`src/hdl/trq_pkg.sv`:
```
// Shared types, widths and codes for the time-ordered release queue.
// Used by the controller, the datapath, the top level and the checker.
package trq_pkg;

  localparam int unsigned KindW     = 3;
  localparam int unsigned TypeW     = 8;
  localparam int unsigned TimeW     = 20;
  localparam int unsigned DelayW    = 12;
  localparam int unsigned StatusW   = 3;
  localparam int unsigned PosW      = 6;
  localparam int unsigned OccW      = 7;

  // One tick releases at most this many entries.
  localparam int unsigned MaxResults = 16;
  localparam int unsigned TickCntW   = $clog2(MaxResults);

  typedef logic [KindW-1:0]   kind_t;
  typedef logic [TypeW-1:0]   type_id_t;
  typedef logic [TimeW-1:0]   minute_t;
  typedef logic [DelayW-1:0]  delay_t;
  typedef logic [StatusW-1:0] status_t;

  localparam kind_t KIND_INS_DELAY = 3'd0;
  localparam kind_t KIND_INS_AT    = 3'd1;
  localparam kind_t KIND_REMOVE    = 3'd2;
  localparam kind_t KIND_QUERY     = 3'd3;
  localparam kind_t KIND_TICK      = 3'd4;

  localparam status_t ST_INSERTED  = 3'd0;
  localparam status_t ST_FULL      = 3'd1;
  localparam status_t ST_REMOVED   = 3'd2;
  localparam status_t ST_NOT_FOUND = 3'd3;
  localparam status_t ST_RELEASED  = 3'd4;
  localparam status_t ST_NONE_DUE  = 3'd5;
  localparam status_t ST_FOUND     = 3'd6;

  typedef enum logic [2:0] {
    CMD_IDLE,
    CMD_LATCH,
    CMD_EVAL,
    CMD_EXEC,
    CMD_POP,
    CMD_NONE_DUE
  } dp_op_t;

  typedef struct packed {
    dp_op_t op;
    logic   pop_last;
  } ctl_cmd_t;

  typedef struct packed {
    kind_t kind;
    logic  head_due;
    logic  next_due;
  } dp_stat_t;

endpackage

```
`src/hdl/time_ordered_release_queue.sv`:
```
// Top level of the time-ordered release queue: joins the controller and the datapath.
// Depends on trq_pkg, trq_ctl and trq_dp.
//
// Holds up to DEPTH entries of (type, release minute) in order of release minute, equal
// minutes in arrival order, in a register array that shifts on each insert, remove or
// release. An accepted item is captured, compared against every entry and then used to update
// the array and the output register, the update waiting while the output is stalled; insert,
// remove and query give one result each. A tick then releases one due entry per cycle while
// the output is not stalled, at most 16 per tick, or gives one "nothing due" result. The next
// item is taken once the last result of the previous one is in the output register, so a
// waiting result does not hold back the input. Kinds 5 to 7 are taken and ignored. After
// reset the queue is empty and usable at once.
module time_ordered_release_queue #(
  parameter int unsigned DEPTH = 16
) (
  input  logic                         clk,
  input  logic                         rst_n,
  input  logic                         in_valid,
  output logic                         in_stall,
  input  logic [trq_pkg::KindW-1:0]    in_kind,
  input  logic [trq_pkg::TypeW-1:0]    in_type_id,
  input  logic [trq_pkg::TimeW-1:0]    in_time_value,
  input  logic [trq_pkg::DelayW-1:0]   in_delay_minutes,
  output logic                         out_valid,
  input  logic                         out_stall,
  output logic [trq_pkg::StatusW-1:0]  out_status,
  output logic [trq_pkg::TypeW-1:0]    out_item_type,
  output logic [trq_pkg::TimeW-1:0]    out_item_due_time,
  output logic [trq_pkg::PosW-1:0]     out_position,
  output logic [trq_pkg::OccW-1:0]     out_occupancy,
  output logic                         out_last
);
  import trq_pkg::*;

  ctl_cmd_t cmd;
  dp_stat_t stat;

  trq_ctl u_ctl (
    .clk       (clk),
    .rst_n     (rst_n),
    .in_valid  (in_valid),
    .in_kind   (in_kind),
    .in_stall  (in_stall),
    .out_valid (out_valid),
    .out_stall (out_stall),
    .stat      (stat),
    .cmd       (cmd)
  );

  trq_dp #(
    .DEPTH (DEPTH)
  ) u_dp (
    .clk               (clk),
    .rst_n             (rst_n),
    .in_kind           (in_kind),
    .in_type_id        (in_type_id),
    .in_time_value     (in_time_value),
    .in_delay_minutes  (in_delay_minutes),
    .cmd               (cmd),
    .stat              (stat),
    .out_status        (out_status),
    .out_item_type     (out_item_type),
    .out_item_due_time (out_item_due_time),
    .out_position      (out_position),
    .out_occupancy     (out_occupancy),
    .out_last          (out_last)
  );

endmodule

```
`src/hdl/trq_dp.sv`:
```
// Datapath of the release queue: the sorted entry array, the held item and the result register.
// Depends on trq_pkg; driven by commands from trq_ctl.
module trq_dp #(
  parameter int unsigned DEPTH = 16
) (
  input  logic                         clk,
  input  logic                         rst_n,
  input  logic [trq_pkg::KindW-1:0]    in_kind,
  input  logic [trq_pkg::TypeW-1:0]    in_type_id,
  input  logic [trq_pkg::TimeW-1:0]    in_time_value,
  input  logic [trq_pkg::DelayW-1:0]   in_delay_minutes,
  input  trq_pkg::ctl_cmd_t            cmd,
  output trq_pkg::dp_stat_t            stat,
  output logic [trq_pkg::StatusW-1:0]  out_status,
  output logic [trq_pkg::TypeW-1:0]    out_item_type,
  output logic [trq_pkg::TimeW-1:0]    out_item_due_time,
  output logic [trq_pkg::PosW-1:0]     out_position,
  output logic [trq_pkg::OccW-1:0]     out_occupancy,
  output logic                         out_last
);
  import trq_pkg::*;

  localparam int unsigned IdxW = $clog2(DEPTH);
  localparam int unsigned CntW = $clog2(DEPTH + 1);

  kind_t             kind_r, kind_nxt;
  type_id_t          type_r, type_nxt;
  minute_t           tv_r, tv_nxt;
  delay_t            dly_r, dly_nxt;
  minute_t           due_r, due_nxt;
  logic [DEPTH-1:0]  match_r, match_nxt;
  type_id_t          slot_type_r [DEPTH];
  type_id_t          slot_type_nxt [DEPTH];
  minute_t           slot_due_r [DEPTH];
  minute_t           slot_due_nxt [DEPTH];
  logic [CntW-1:0]   count_r, count_nxt;

  status_t           res_status_r, res_status_nxt;
  type_id_t          res_type_r, res_type_nxt;
  minute_t           res_due_r, res_due_nxt;
  logic [PosW-1:0]   res_pos_r, res_pos_nxt;
  logic [OccW-1:0]   res_occ_r, res_occ_nxt;
  logic              res_last_r, res_last_nxt;

  logic [DEPTH-1:0]  valid;
  logic [DEPTH-1:0]  le;
  logic [DEPTH-1:0]  sfx;
  logic [IdxW-1:0]   qpos;
  logic              hit;
  logic              full;
  logic [TimeW:0]    due_sum;
  minute_t           due_calc;
  logic              load;

  // Per-entry compares; sfx and qpos also look at the matches of the other entries.
  always_comb begin
    for (int i = 0; i < DEPTH; i++) begin
      valid[i] = CntW'(i) < count_r;
      le[i]    = valid[i] && (slot_due_r[i] <= due_r);
      sfx[i]   = |(match_r >> (i + 1));
    end
    qpos = '0;
    for (int i = 0; i < DEPTH; i++) begin
      if (match_r[i] && !(|(match_r & ((DEPTH'(1) << i) - DEPTH'(1))))) begin
        qpos = qpos | IdxW'(i);
      end
    end
  end

  assign hit  = |match_r;
  assign full = (count_r == CntW'(DEPTH));

  assign due_sum  = {1'b0, tv_r} + (TimeW + 1)'(dly_r) + (TimeW + 1)'(1);
  assign due_calc = due_sum[TimeW] ? '1 : due_sum[TimeW-1:0];

  assign stat.kind     = kind_r;
  assign stat.head_due = (count_r != '0) && (slot_due_r[0] <= tv_r);
  assign stat.next_due = (count_r > CntW'(1)) && (slot_due_r[1] <= tv_r);

  always_comb begin
    kind_nxt       = kind_r;
    type_nxt       = type_r;
    tv_nxt         = tv_r;
    dly_nxt        = dly_r;
    due_nxt        = due_r;
    match_nxt      = match_r;
    slot_type_nxt  = slot_type_r;
    slot_due_nxt   = slot_due_r;
    count_nxt      = count_r;
    res_status_nxt = res_status_r;
    res_type_nxt   = res_type_r;
    res_due_nxt    = res_due_r;
    res_pos_nxt    = res_pos_r;
    res_occ_nxt    = res_occ_r;
    res_last_nxt   = res_last_r;
    load           = 1'b0;

    unique case (cmd.op)
      CMD_LATCH: begin
        kind_nxt = in_kind;
        type_nxt = in_type_id;
        tv_nxt   = in_time_value;
        dly_nxt  = in_delay_minutes;
      end
      CMD_EVAL: begin
        due_nxt = (kind_r == KIND_INS_DELAY) ? due_calc : tv_r;
        for (int i = 0; i < DEPTH; i++) begin
          match_nxt[i] = valid[i] && (slot_type_r[i] == type_r);
        end
      end
      CMD_EXEC: begin
        load         = 1'b1;
        res_type_nxt = '0;
        res_due_nxt  = '0;
        res_pos_nxt  = '0;
        res_last_nxt = 1'b1;
        unique case (kind_r)
          KIND_INS_DELAY, KIND_INS_AT: begin
            res_due_nxt = due_r;
            if (full) begin
              res_status_nxt = ST_FULL;
            end else begin
              res_status_nxt = ST_INSERTED;
              count_nxt      = count_r + CntW'(1);
              // The new entry goes after every entry due at or before it.
              if (!le[0]) begin
                slot_type_nxt[0] = type_r;
                slot_due_nxt[0]  = due_r;
              end
              for (int i = 1; i < DEPTH; i++) begin
                if (!le[i]) begin
                  if (le[i-1]) begin
                    slot_type_nxt[i] = type_r;
                    slot_due_nxt[i]  = due_r;
                  end else begin
                    slot_type_nxt[i] = slot_type_r[i-1];
                    slot_due_nxt[i]  = slot_due_r[i-1];
                  end
                end
              end
            end
          end
          KIND_REMOVE: begin
            if (hit) begin
              res_status_nxt = ST_REMOVED;
              count_nxt      = count_r - CntW'(1);
              // Entries from the last match upwards close the gap.
              for (int i = 0; i < DEPTH - 1; i++) begin
                if (!sfx[i]) begin
                  slot_type_nxt[i] = slot_type_r[i+1];
                  slot_due_nxt[i]  = slot_due_r[i+1];
                end
              end
            end else begin
              res_status_nxt = ST_NOT_FOUND;
            end
          end
          KIND_QUERY: begin
            if (hit) begin
              res_status_nxt = ST_FOUND;
              res_pos_nxt    = PosW'(qpos);
            end else begin
              res_status_nxt = ST_NOT_FOUND;
            end
          end
          default: begin
            res_status_nxt = ST_NONE_DUE;
          end
        endcase
      end
      CMD_POP: begin
        load           = 1'b1;
        res_status_nxt = ST_RELEASED;
        res_type_nxt   = slot_type_r[0];
        res_due_nxt    = slot_due_r[0];
        res_pos_nxt    = '0;
        res_last_nxt   = cmd.pop_last;
        count_nxt      = count_r - CntW'(1);
        for (int i = 0; i < DEPTH - 1; i++) begin
          slot_type_nxt[i] = slot_type_r[i+1];
          slot_due_nxt[i]  = slot_due_r[i+1];
        end
      end
      CMD_NONE_DUE: begin
        load           = 1'b1;
        res_status_nxt = ST_NONE_DUE;
        res_type_nxt   = '0;
        res_due_nxt    = '0;
        res_pos_nxt    = '0;
        res_last_nxt   = 1'b1;
      end
      default: begin
      end
    endcase

    if (load) begin
      res_occ_nxt = OccW'(count_nxt);
    end
  end

  always_ff @(posedge clk) begin
    if (!rst_n) begin
      count_r <= '0;
    end else begin
      count_r <= count_nxt;
    end
  end

  always_ff @(posedge clk) begin
    kind_r       <= kind_nxt;
    type_r       <= type_nxt;
    tv_r         <= tv_nxt;
    dly_r        <= dly_nxt;
    due_r        <= due_nxt;
    match_r      <= match_nxt;
    slot_type_r  <= slot_type_nxt;
    slot_due_r   <= slot_due_nxt;
    res_status_r <= res_status_nxt;
    res_type_r   <= res_type_nxt;
    res_due_r    <= res_due_nxt;
    res_pos_r    <= res_pos_nxt;
    res_occ_r    <= res_occ_nxt;
    res_last_r   <= res_last_nxt;
  end

  assign out_status        = res_status_r;
  assign out_item_type     = res_type_r;
  assign out_item_due_time = res_due_r;
  assign out_position      = res_pos_r;
  assign out_occupancy     = res_occ_r;
  assign out_last          = res_last_r;

endmodule

```
`src/hdl/trq_ctl.sv`:
```
// Controller of the release queue: sequences each item and owns both handshakes.
// Depends on trq_pkg; commands the datapath trq_dp.
module trq_ctl (
  input  logic                      clk,
  input  logic                      rst_n,
  input  logic                      in_valid,
  input  logic [trq_pkg::KindW-1:0] in_kind,
  output logic                      in_stall,
  output logic                      out_valid,
  input  logic                      out_stall,
  input  trq_pkg::dp_stat_t         stat,
  output trq_pkg::ctl_cmd_t         cmd
);
  import trq_pkg::*;

  localparam logic [1:0] S_IDLE = 2'd0;
  localparam logic [1:0] S_EVAL = 2'd1;
  localparam logic [1:0] S_EXEC = 2'd2;
  localparam logic [1:0] S_TICK = 2'd3;

  logic [1:0]          state_r, state_nxt;
  logic                out_valid_r, out_valid_nxt;
  logic [TickCntW-1:0] n_r, n_nxt;
  logic                out_free;
  logic                load;
  logic                final_pop;

  // The result register may be refilled in the cycle its item is taken.
  assign out_free  = !out_valid_r || !out_stall;
  assign final_pop = !stat.next_due || (n_r == TickCntW'(MaxResults - 1));
  assign in_stall  = (state_r != S_IDLE);
  assign out_valid = out_valid_r;

  always_comb begin
    state_nxt    = state_r;
    n_nxt        = n_r;
    cmd.op       = CMD_IDLE;
    cmd.pop_last = 1'b0;
    load         = 1'b0;

    unique case (state_r)
      S_IDLE: begin
        if (in_valid) begin
          cmd.op = CMD_LATCH;
          if (in_kind <= KIND_TICK) begin
            state_nxt = S_EVAL;
          end
        end
      end
      S_EVAL: begin
        cmd.op    = CMD_EVAL;
        n_nxt     = '0;
        state_nxt = (stat.kind == KIND_TICK) ? S_TICK : S_EXEC;
      end
      S_EXEC: begin
        if (out_free) begin
          cmd.op    = CMD_EXEC;
          load      = 1'b1;
          state_nxt = S_IDLE;
        end
      end
      S_TICK: begin
        if (out_free) begin
          load = 1'b1;
          if (stat.head_due) begin
            cmd.op       = CMD_POP;
            cmd.pop_last = final_pop;
            n_nxt        = n_r + TickCntW'(1);
            if (final_pop) begin
              state_nxt = S_IDLE;
            end
          end else begin
            cmd.op    = CMD_NONE_DUE;
            state_nxt = S_IDLE;
          end
        end
      end
      default: begin
        state_nxt = S_IDLE;
      end
    endcase

    out_valid_nxt = load || (out_valid_r && out_stall);
  end

  always_ff @(posedge clk) begin
    if (!rst_n) begin
      state_r     <= S_IDLE;
      out_valid_r <= 1'b0;
      n_r         <= '0;
    end else begin
      state_r     <= state_nxt;
      out_valid_r <= out_valid_nxt;
      n_r         <= n_nxt;
    end
  end

endmodule

```
`config.mk`:
```
export PLATFORM = sky130hd
export DESIGN_NAME = time_ordered_release_queue
export DESIGN_NICKNAME = d
export VERILOG_FILES = /design/src/hdl/trq_pkg.sv /design/src/hdl/time_ordered_release_queue.sv /design/src/hdl/trq_dp.sv /design/src/hdl/trq_ctl.sv
export SDC_FILE = /design/constraint.sdc
export NUM_CORES = 2
export LEC_CHECK = 0
export ABC_AREA = 0
export BUFFER_PORTS_ARGS = -buffer_cell sky130_fd_sc_hd__buf_4
export CAP_MARGIN = 20
export CORE_MARGIN = 2
export CORE_UTILIZATION = 55
export CTS_CLUSTER_SIZE = 12
export DETAILED_ROUTE_END_ITERATION = 6
export PLACE_DENSITY = 0.72
export SLEW_MARGIN = 5
export SYNTH_ARGS = -nofsm -noshare
export SYNTH_HDL_FRONTEND = slang
export SYNTH_SLANG_ARGS = --single-unit
```
`constraint.sdc`:
```
create_clock -name clk -period 7.2 [get_ports clk]
set_clock_uncertainty 0.05 [all_clocks]
set_input_delay 1.44 -clock clk [delete_from_list [all_inputs] [get_ports clk]]
set_output_delay 1.44 -clock clk [all_outputs]
set_load 0.005 [all_outputs]
```
# Word-level counts from Yosys, hierarchy flattened

Index checks and enable logic that the tools add are counted.
Widths: inputs -> output; s select.

Bitwise gates (word level): 2
Add/subtract/negate cells: 5
Magnitude comparators: 36
Equality and inequality tests: 69
Mux-type cells: 154
Reduce and logical (&&, ||, !) cells: 132

Operator list:

| operator              | number |
|---|---|
| $pmux 300 s2          | 2 |
| $mux 20               | 49 |
| $pmux 120 s2          | 2 |
| $mux 8                | 46 |
| $le 20x20->1          | 18 |
| $mux 320              | 1 |
| $mux 300              | 1 |
| $eq 8x8->1            | 16 |
| $mux 128              | 1 |
| $mux 120              | 1 |
| $ne 3x3->1 const B    | 32 |
| $reduce_and 6->1      | 15 |
| $pmux 20 s3           | 1 |
| $logic_and 1x1->1     | 50 |
| $mux 4                | 12 |
| $lt 4x5->1 const A    | 8 |
| $reduce_or 15->1      | 2 |
| $reduce_or 14->1      | 2 |
| $reduce_or 13->1      | 2 |
| $reduce_or 12->1      | 2 |
| $reduce_or 11->1      | 2 |
| $add 20x12->21        | 1 |
| $add 21x1->21 const B | 1 |
| $lt 3x5->1 const A    | 4 |
| 51 further kinds      | 127 |

Word-level logic and storage cells: 446
Input bits: 47
Bits in registers: 582
Output and inout port bits: 47

# Depth between registers and ports, before layout

Word-level depth: 20
Mapped depth: 12
Depth with buffers taken out: 11

# Hierarchy

Synthesis repeated with hierarchy kept, for this count alone.

Cells, all modules: 3546
Area total of the unflattened synthesis: 37918.9 um^2

Modules (own cells, without submodules):

| module  | sequential area each (um^2) | area each (um^2) | cells each | times used |
|---|---|---|---|---|
| trq_dp  | 17156.5                     | 37467.2          | 3493       | 1 |
| trq_ctl | 140.1                       | 451.7            | 53         | 1 |

# Worst setup path before layout

No wires, ideal clock.

Path kind: in2reg
From: input out_stall
To: register u_dp.slot_due_r[60] in the netlist's numbering (enable)
Slack: 2014 ps
Required time: 6690 ps
Setup time: 460 ps
Stages: 7
Arrival: 4676 ps
Path buffers: 1
Cells stage by stage: a21bo_1 > nor3_2 > nand3_1 > nand2_1 > o22ai_1 > buf_2 > a221oi_1

Longest elaborated chain between the ends: 7
Elaborated cells between the ends (all ways): 14
Those cells by class: eq/ne (7); mux (3); reduce/logical (4)

RTL lines:

| element                                             | line                             | RTL |
|---|---|---|
| start: declaration                                  | time_ordered_release_queue.sv:25 | `input logic out_stall,` |
| $logic_not 1->1 *                                   | trq_ctl.sv:29                    | `assign out_free = !out_valid_r \|\| !out_stall;` |
| $logic_or 1x1->1 *                                  | trq_ctl.sv:29                    |  |
| $mux 4 / $mux 2 (equally long branches)             | trq_ctl.sv:63, trq_ctl.sv:56     |  |
| $pmux 3 s4 *                                        | trq_ctl.sv:41                    | `unique case (state_r)` |
| $eq 3x2->1 / $eq 3x3->1 (equally long branches)     | trq_dp.sv:98                     | `unique case (cmd.op)` |
| $ne 3x3->1 (no source line) (tied with other cells) | n/a                              |  |
| $reduce_and 6->1 (no source line) *                 | n/a                              |  |
| end signal: assignment                              | trq_dp.sv:217                    | `slot_due_r <= slot_due_nxt;` |
| end: declaration                                    | trq_dp.sv:34                     | `minute_t slot_due_r [DEPTH];` |

Every way passes the cells marked *; elsewhere a longest branch is shown, timed or not.
A chain may end at the register's enable or synchronous reset.

# Worst setup path in the final report

From: register u_dp.due_r[13]
To: register u_dp.slot_due_r[168] in the netlist's numbering (enable)

Longest elaborated chain between the ends: 4

RTL lines:

| element                           | line          | RTL |
|---|---|---|
| start: declaration                | trq_dp.sv:30  | `minute_t due_r, due_nxt;` |
| start signal: assignment          | trq_dp.sv:214 | `due_r <= due_nxt;` |
| $le 20x20->1                      | trq_dp.sv:59  | `le[i] = valid[i] && (slot_due_r[i] <= due_r);` |
| $logic_and 1x1->1                 | trq_dp.sv:59  |  |
| $ne 3x3->1 (no source line)       | n/a           |  |
| $reduce_and 6->1 (no source line) | n/a           |  |

Every way passes these cells.

==> impl_summary.md <==
Placed design
Once placement completed, the tool counted placed cells totaling around 4,500. Once detailed placement completed, the half-perimeter wirelength came to approximately 80,000 um. In this run the tool buffered the top-level ports with 89 buffer cells.

The post-place setup slack is ~2.0 ns. The weighted congestion reported at the end of routability-driven placement is approximately 0.94. The cell area after placement is 0.0402 mm^2.

Worst setup path
For the worst flop-to-flop path, the logic depth is 10. By startpoint and endpoint, the worst setup path is classified as flop to flop. The arrival time reported for the critical path endpoint is around 5.6 ns. The critical path goes through inv_1, ha_1, nand4_1, nor4_1, a2111oi_0, a32oi_4, buf_4, nor2_1, nor3_2, buf_4.

The largest fanout of any net on the critical path is 29. The delay contributed by the slowest stage of the critical path is slightly above 0.8 ns. The most numerous cell type found on the critical path is sky130_fd_sc_hd__buf_4. At the worst endpoint, the required time is about 7.5 ns.

The endpoint kind of the worst setup timing path is a flop. On the critical path, the stage with the largest delay is an instance of sky130_fd_sc_hd__edfxtp_1. The type of origin of the critical path is a flop.

Die
The core region is around 0.069 mm^2. The vertical extent of the die is between 200 and 300 um. The top-level I/O count is 94. The width of the die is approximately 270 um. The floorplan has 96 rows. The starting utilization of the core area is 55.8%. The die area is about 0.072 mm^2.

Clocking
The maximum buffer depth of the clock tree is 3. The setup fix buffers added after clock tree synthesis is 0. The number of instances resized during post-cts repair is 0.

The number of buffers created by CTS is between 60 and 70. Clock tree synthesis selected as its root buffer the cell sky130_fd_sc_hd__clkbuf_16. After clock tree synthesis, the clock-pin slew on the worst setup and hold paths is approximately 0.060 ns. The depth of the CTS H-tree is 2.

TritonCTS built the clock tree. The number of hold buffers added after CTS was 0. The latest clock arrival within the worst-skew pair is around 0.64 ns. CTS saw between 500 and 600 sinks.

Job
Max-cap violations in this run came to 0.

STA
The worst pin sits at a relative slew slack of between 20% and 30%. The number of pins exceeding their max-slew limit in the final report is 0. The final hold violation count is 0. The setup slack after layout is approximately 1.9 ns. The upper clock frequency limit is roughly 190 MHz.

The worst path in the final design needs a cycle of about 5.3 ns, including I/O delays and setup. The transition time at the pin with the least slew margin is between 1 and 1.5 ns. Setup repair after global routing left no endpoint under its margin. In the final timing run, aggregate negative setup slack is 0 ns. The count of final setup violators is 0. The worst hold slack across all endpoints is 0.496 ns. The fraction of the cycle the final worst path needs is 74.2%.

Global route
The maximum number of pins on one net before global-route repair is between 150 and 200. Global routing used 30.1% of the available tracks. The first global-routing pass estimated ~170,000 um of wire. The initial antenna violation count is 0. For this run the aggregate overflow at the end of global routing stands at 0. The via count of the first global-routing pass is 29,100.

Cells and area
The finished layout holds between 4,000 and 5,000 standard cells, fillers aside. The net total in the final layout is around 4,100. The area growth from synthesis to final layout is 9.58%. The share of final-layout standard cells stronger than drive strength 1 is a little under a tenth. The final design instance area without fill is 0.0422 mm^2. 0 antenna diodes ended up in the layout.

Min path
Along the worst hold path, the cell count comes to 1. The path class of the tightest hold or removal check is flop to flop.

Yosys
Counting flops with an async set or reset pin after synthesis yields a share of 0%. The number of instances in the synthesized netlist is 3,656. The count of unique library cells instantiated by Yosys is 88.

Sorting the synthesized cells by area gives the leading types as sky130_fd_sc_hd__edfxtp_1, sky130_fd_sc_hd__ha_1, sky130_fd_sc_hd__mux2i_1. In this run the biggest area consumer among cell types represents around 44% of the synthesized area. The post-synthesis sequential area ratio is between 40% and 50%. The number of warnings reported in the yosys synthesis log is 0. In the synthesized netlist, the cells that appear most often are sky130_fd_sc_hd__edfxtp_1, sky130_fd_sc_hd__nand2_1, sky130_fd_sc_hd__o21ai_0. In this run the cell area of the synthesized design comes to ~0.038 mm^2. In the synthesized netlist the dominant register cell turns out to be sky130_fd_sc_hd__edfxtp_1. Among all cell types in the netlist, the one instantiated most often is sky130_fd_sc_hd__edfxtp_1. Summed over all instances, the cell type with the most area after synthesis is sky130_fd_sc_hd__edfxtp_1. In this run, synthesis produced a sequential element count of between 500 and 600.

The synthesized design contains between 500 and 600 enable-type register cells. Dividing the synthesized area by the synthesized cell count gives roughly 11 um^2.

Detailed routing
In the routed layout, each cell is associated on average with a via count of 6.42. The number of nets with antenna violations after detailed routing is 0. In the final routed layout, each cell accounts on average for 23.7 um.

After detailed routing, the number of remaining DRC violations is 0. After the first detailed-routing iteration, the DRC count stood at between 3,000 and 4,000. After detailed routing, the total wire length is 110,000 um. The total number of vias is around 30,000. The detailed-router iteration count before antenna repair is 6.

Power
The total leakage power is 15.7 nW. Across the VDD grid, the largest voltage drop is 203 uV. In this run the power density over the cells is approximately 190 mW/mm^2.

Run status
The run finished with clean final reports.
-- power breakdown --
part / total (W) / leakage (nW) / internal (W) / switching [W]
Combinational: 0.000930 / 9.47 / 0.000348 / 0.000583
Sequential: 0.00394 / 5.30 / 0.00384 / 0.000109
Clock: 0.00315 / 0.945 / 0.00179 / 0.00136
-- state kept, by name, indices dropped and copies added (netlist names) --
name                    count
u_dp.count_r                5
u_dp.out_position           4
u_ctl.n_r                   4
u_ctl.out_valid             1
u_ctl.state_r               2
u_dp.out_occupancy          5
u_dp.slot_type_r          128
u_dp.out_item_due_time     20
u_dp.slot_due_r           320
u_dp.out_last               1
u_dp.type_r                 8
u_dp.out_status             3
u_dp.out_item_type          8
u_dp.kind_r                 3
u_dp.tv_r                  20
u_dp.due_r                 20
u_dp.match_r               16
u_dp.dly_r                 12
-- area by class of cell --
class	count	area, um^2
Fill cell	5622	26800
Tap cell	931	1160
Timing Repair Buffer	164	1340
Multi-Input combinational cell	2749	20100
Clock buffer	88	1720
Sequential cell	580	17300
Inverter	96	360
Clock inverter	22	211
-- kinds of logic after synthesis --
group                    count (synthesis)  share of synthesized area, %
adder cells (fa/ha/maj)                377                          12.3
buffers and inverters                  330                          3.88
XOR/XNOR                               141                          3.21
other                                    1                       0.00975
AO/OA/AOI/OAI                          839                          12.8
flip-flops                             580                          45.0
AND/OR/NAND/NOR                        964                          11.5
multiplexers                           424                          11.3
-- per-stage QoR --
step           power (W)  util [%]
3_5_place_dp     0.00491      58.3
4_1_cts          0.00803      61.1
6_report         0.00802      61.1
5_1_grt          0.00828      61.1
2_1_floorplan    0.00461         -
3_3_place_gp     0.00489      58.3
-- path summary, 6_finish.rpt --
| check | startpoint | to | slack (ns) |
|---|---|---|---|
| setup / recovery | u_dp.due_r[13]$_DFFE_PN_ | u_dp.slot_due_r[168]$_DFFE_PP_ | 1.85 |
| hold / removal | u_ctl.n_r[1]$_SDFFE_PN0P_ | u_ctl.n_r[1]$_SDFFE_PN0P_ | 0.50 |
| setup reg to reg | u_dp.due_r[13]$_DFFE_PN_ | u_dp.slot_due_r[168]$_DFFE_PP_ | 1.85 |
| hold reg to reg | u_ctl.n_r[1]$_SDFFE_PN0P_ | u_ctl.n_r[1]$_SDFFE_PN0P_ | 0.50 |
-- worst max-delay path: cells and delay by family, from the launching register on --
| family | cells | cell delay (ns) |
|---|---|---|
| AOI/OAI and AO/OA | 2 | 0.62 |
| DFF | 1 | 0.81 |
| adders and majority gates | 1 | 0.47 |
| and+or+nand+nor | 4 | 1.54 |
| buffers and inverters | 3 | 1.49 |
-- placed cells by master, fill, tap and decap left out, drive strengths merged, types with 9 or more instances in the layout --
cell,instances
edfxtp,568
nand2,530
o21ai,467
mux2i,394
ha,376
buf,164
a21oi,146
xnor2,131
inv,97
nand4,96
clkbuf,88
nor2,86
nand3,71
nor3,47
mux2,30
nor2b,28
o31ai,26
o211ai,23
a22o,20
a211oi,19
a21o,18
clkinv,16
and4,15
and3,15
nor4,15
o21a,14
a31oi,13
dfxtp,12
or2,12
and2,11
xor2,10
a22oi,9
or3,9
-- layer usage --
metal	GRT usage, %	routed length, um	up-vias
met5	0	0	-
met2	46.2	48700	1332
li1	-	-	13600
met3	4.98	9740	164
met4	7.81	2700	0
met1	44.1	48800	14600
No activity file was read; power rests on OpenSTA's default activity.
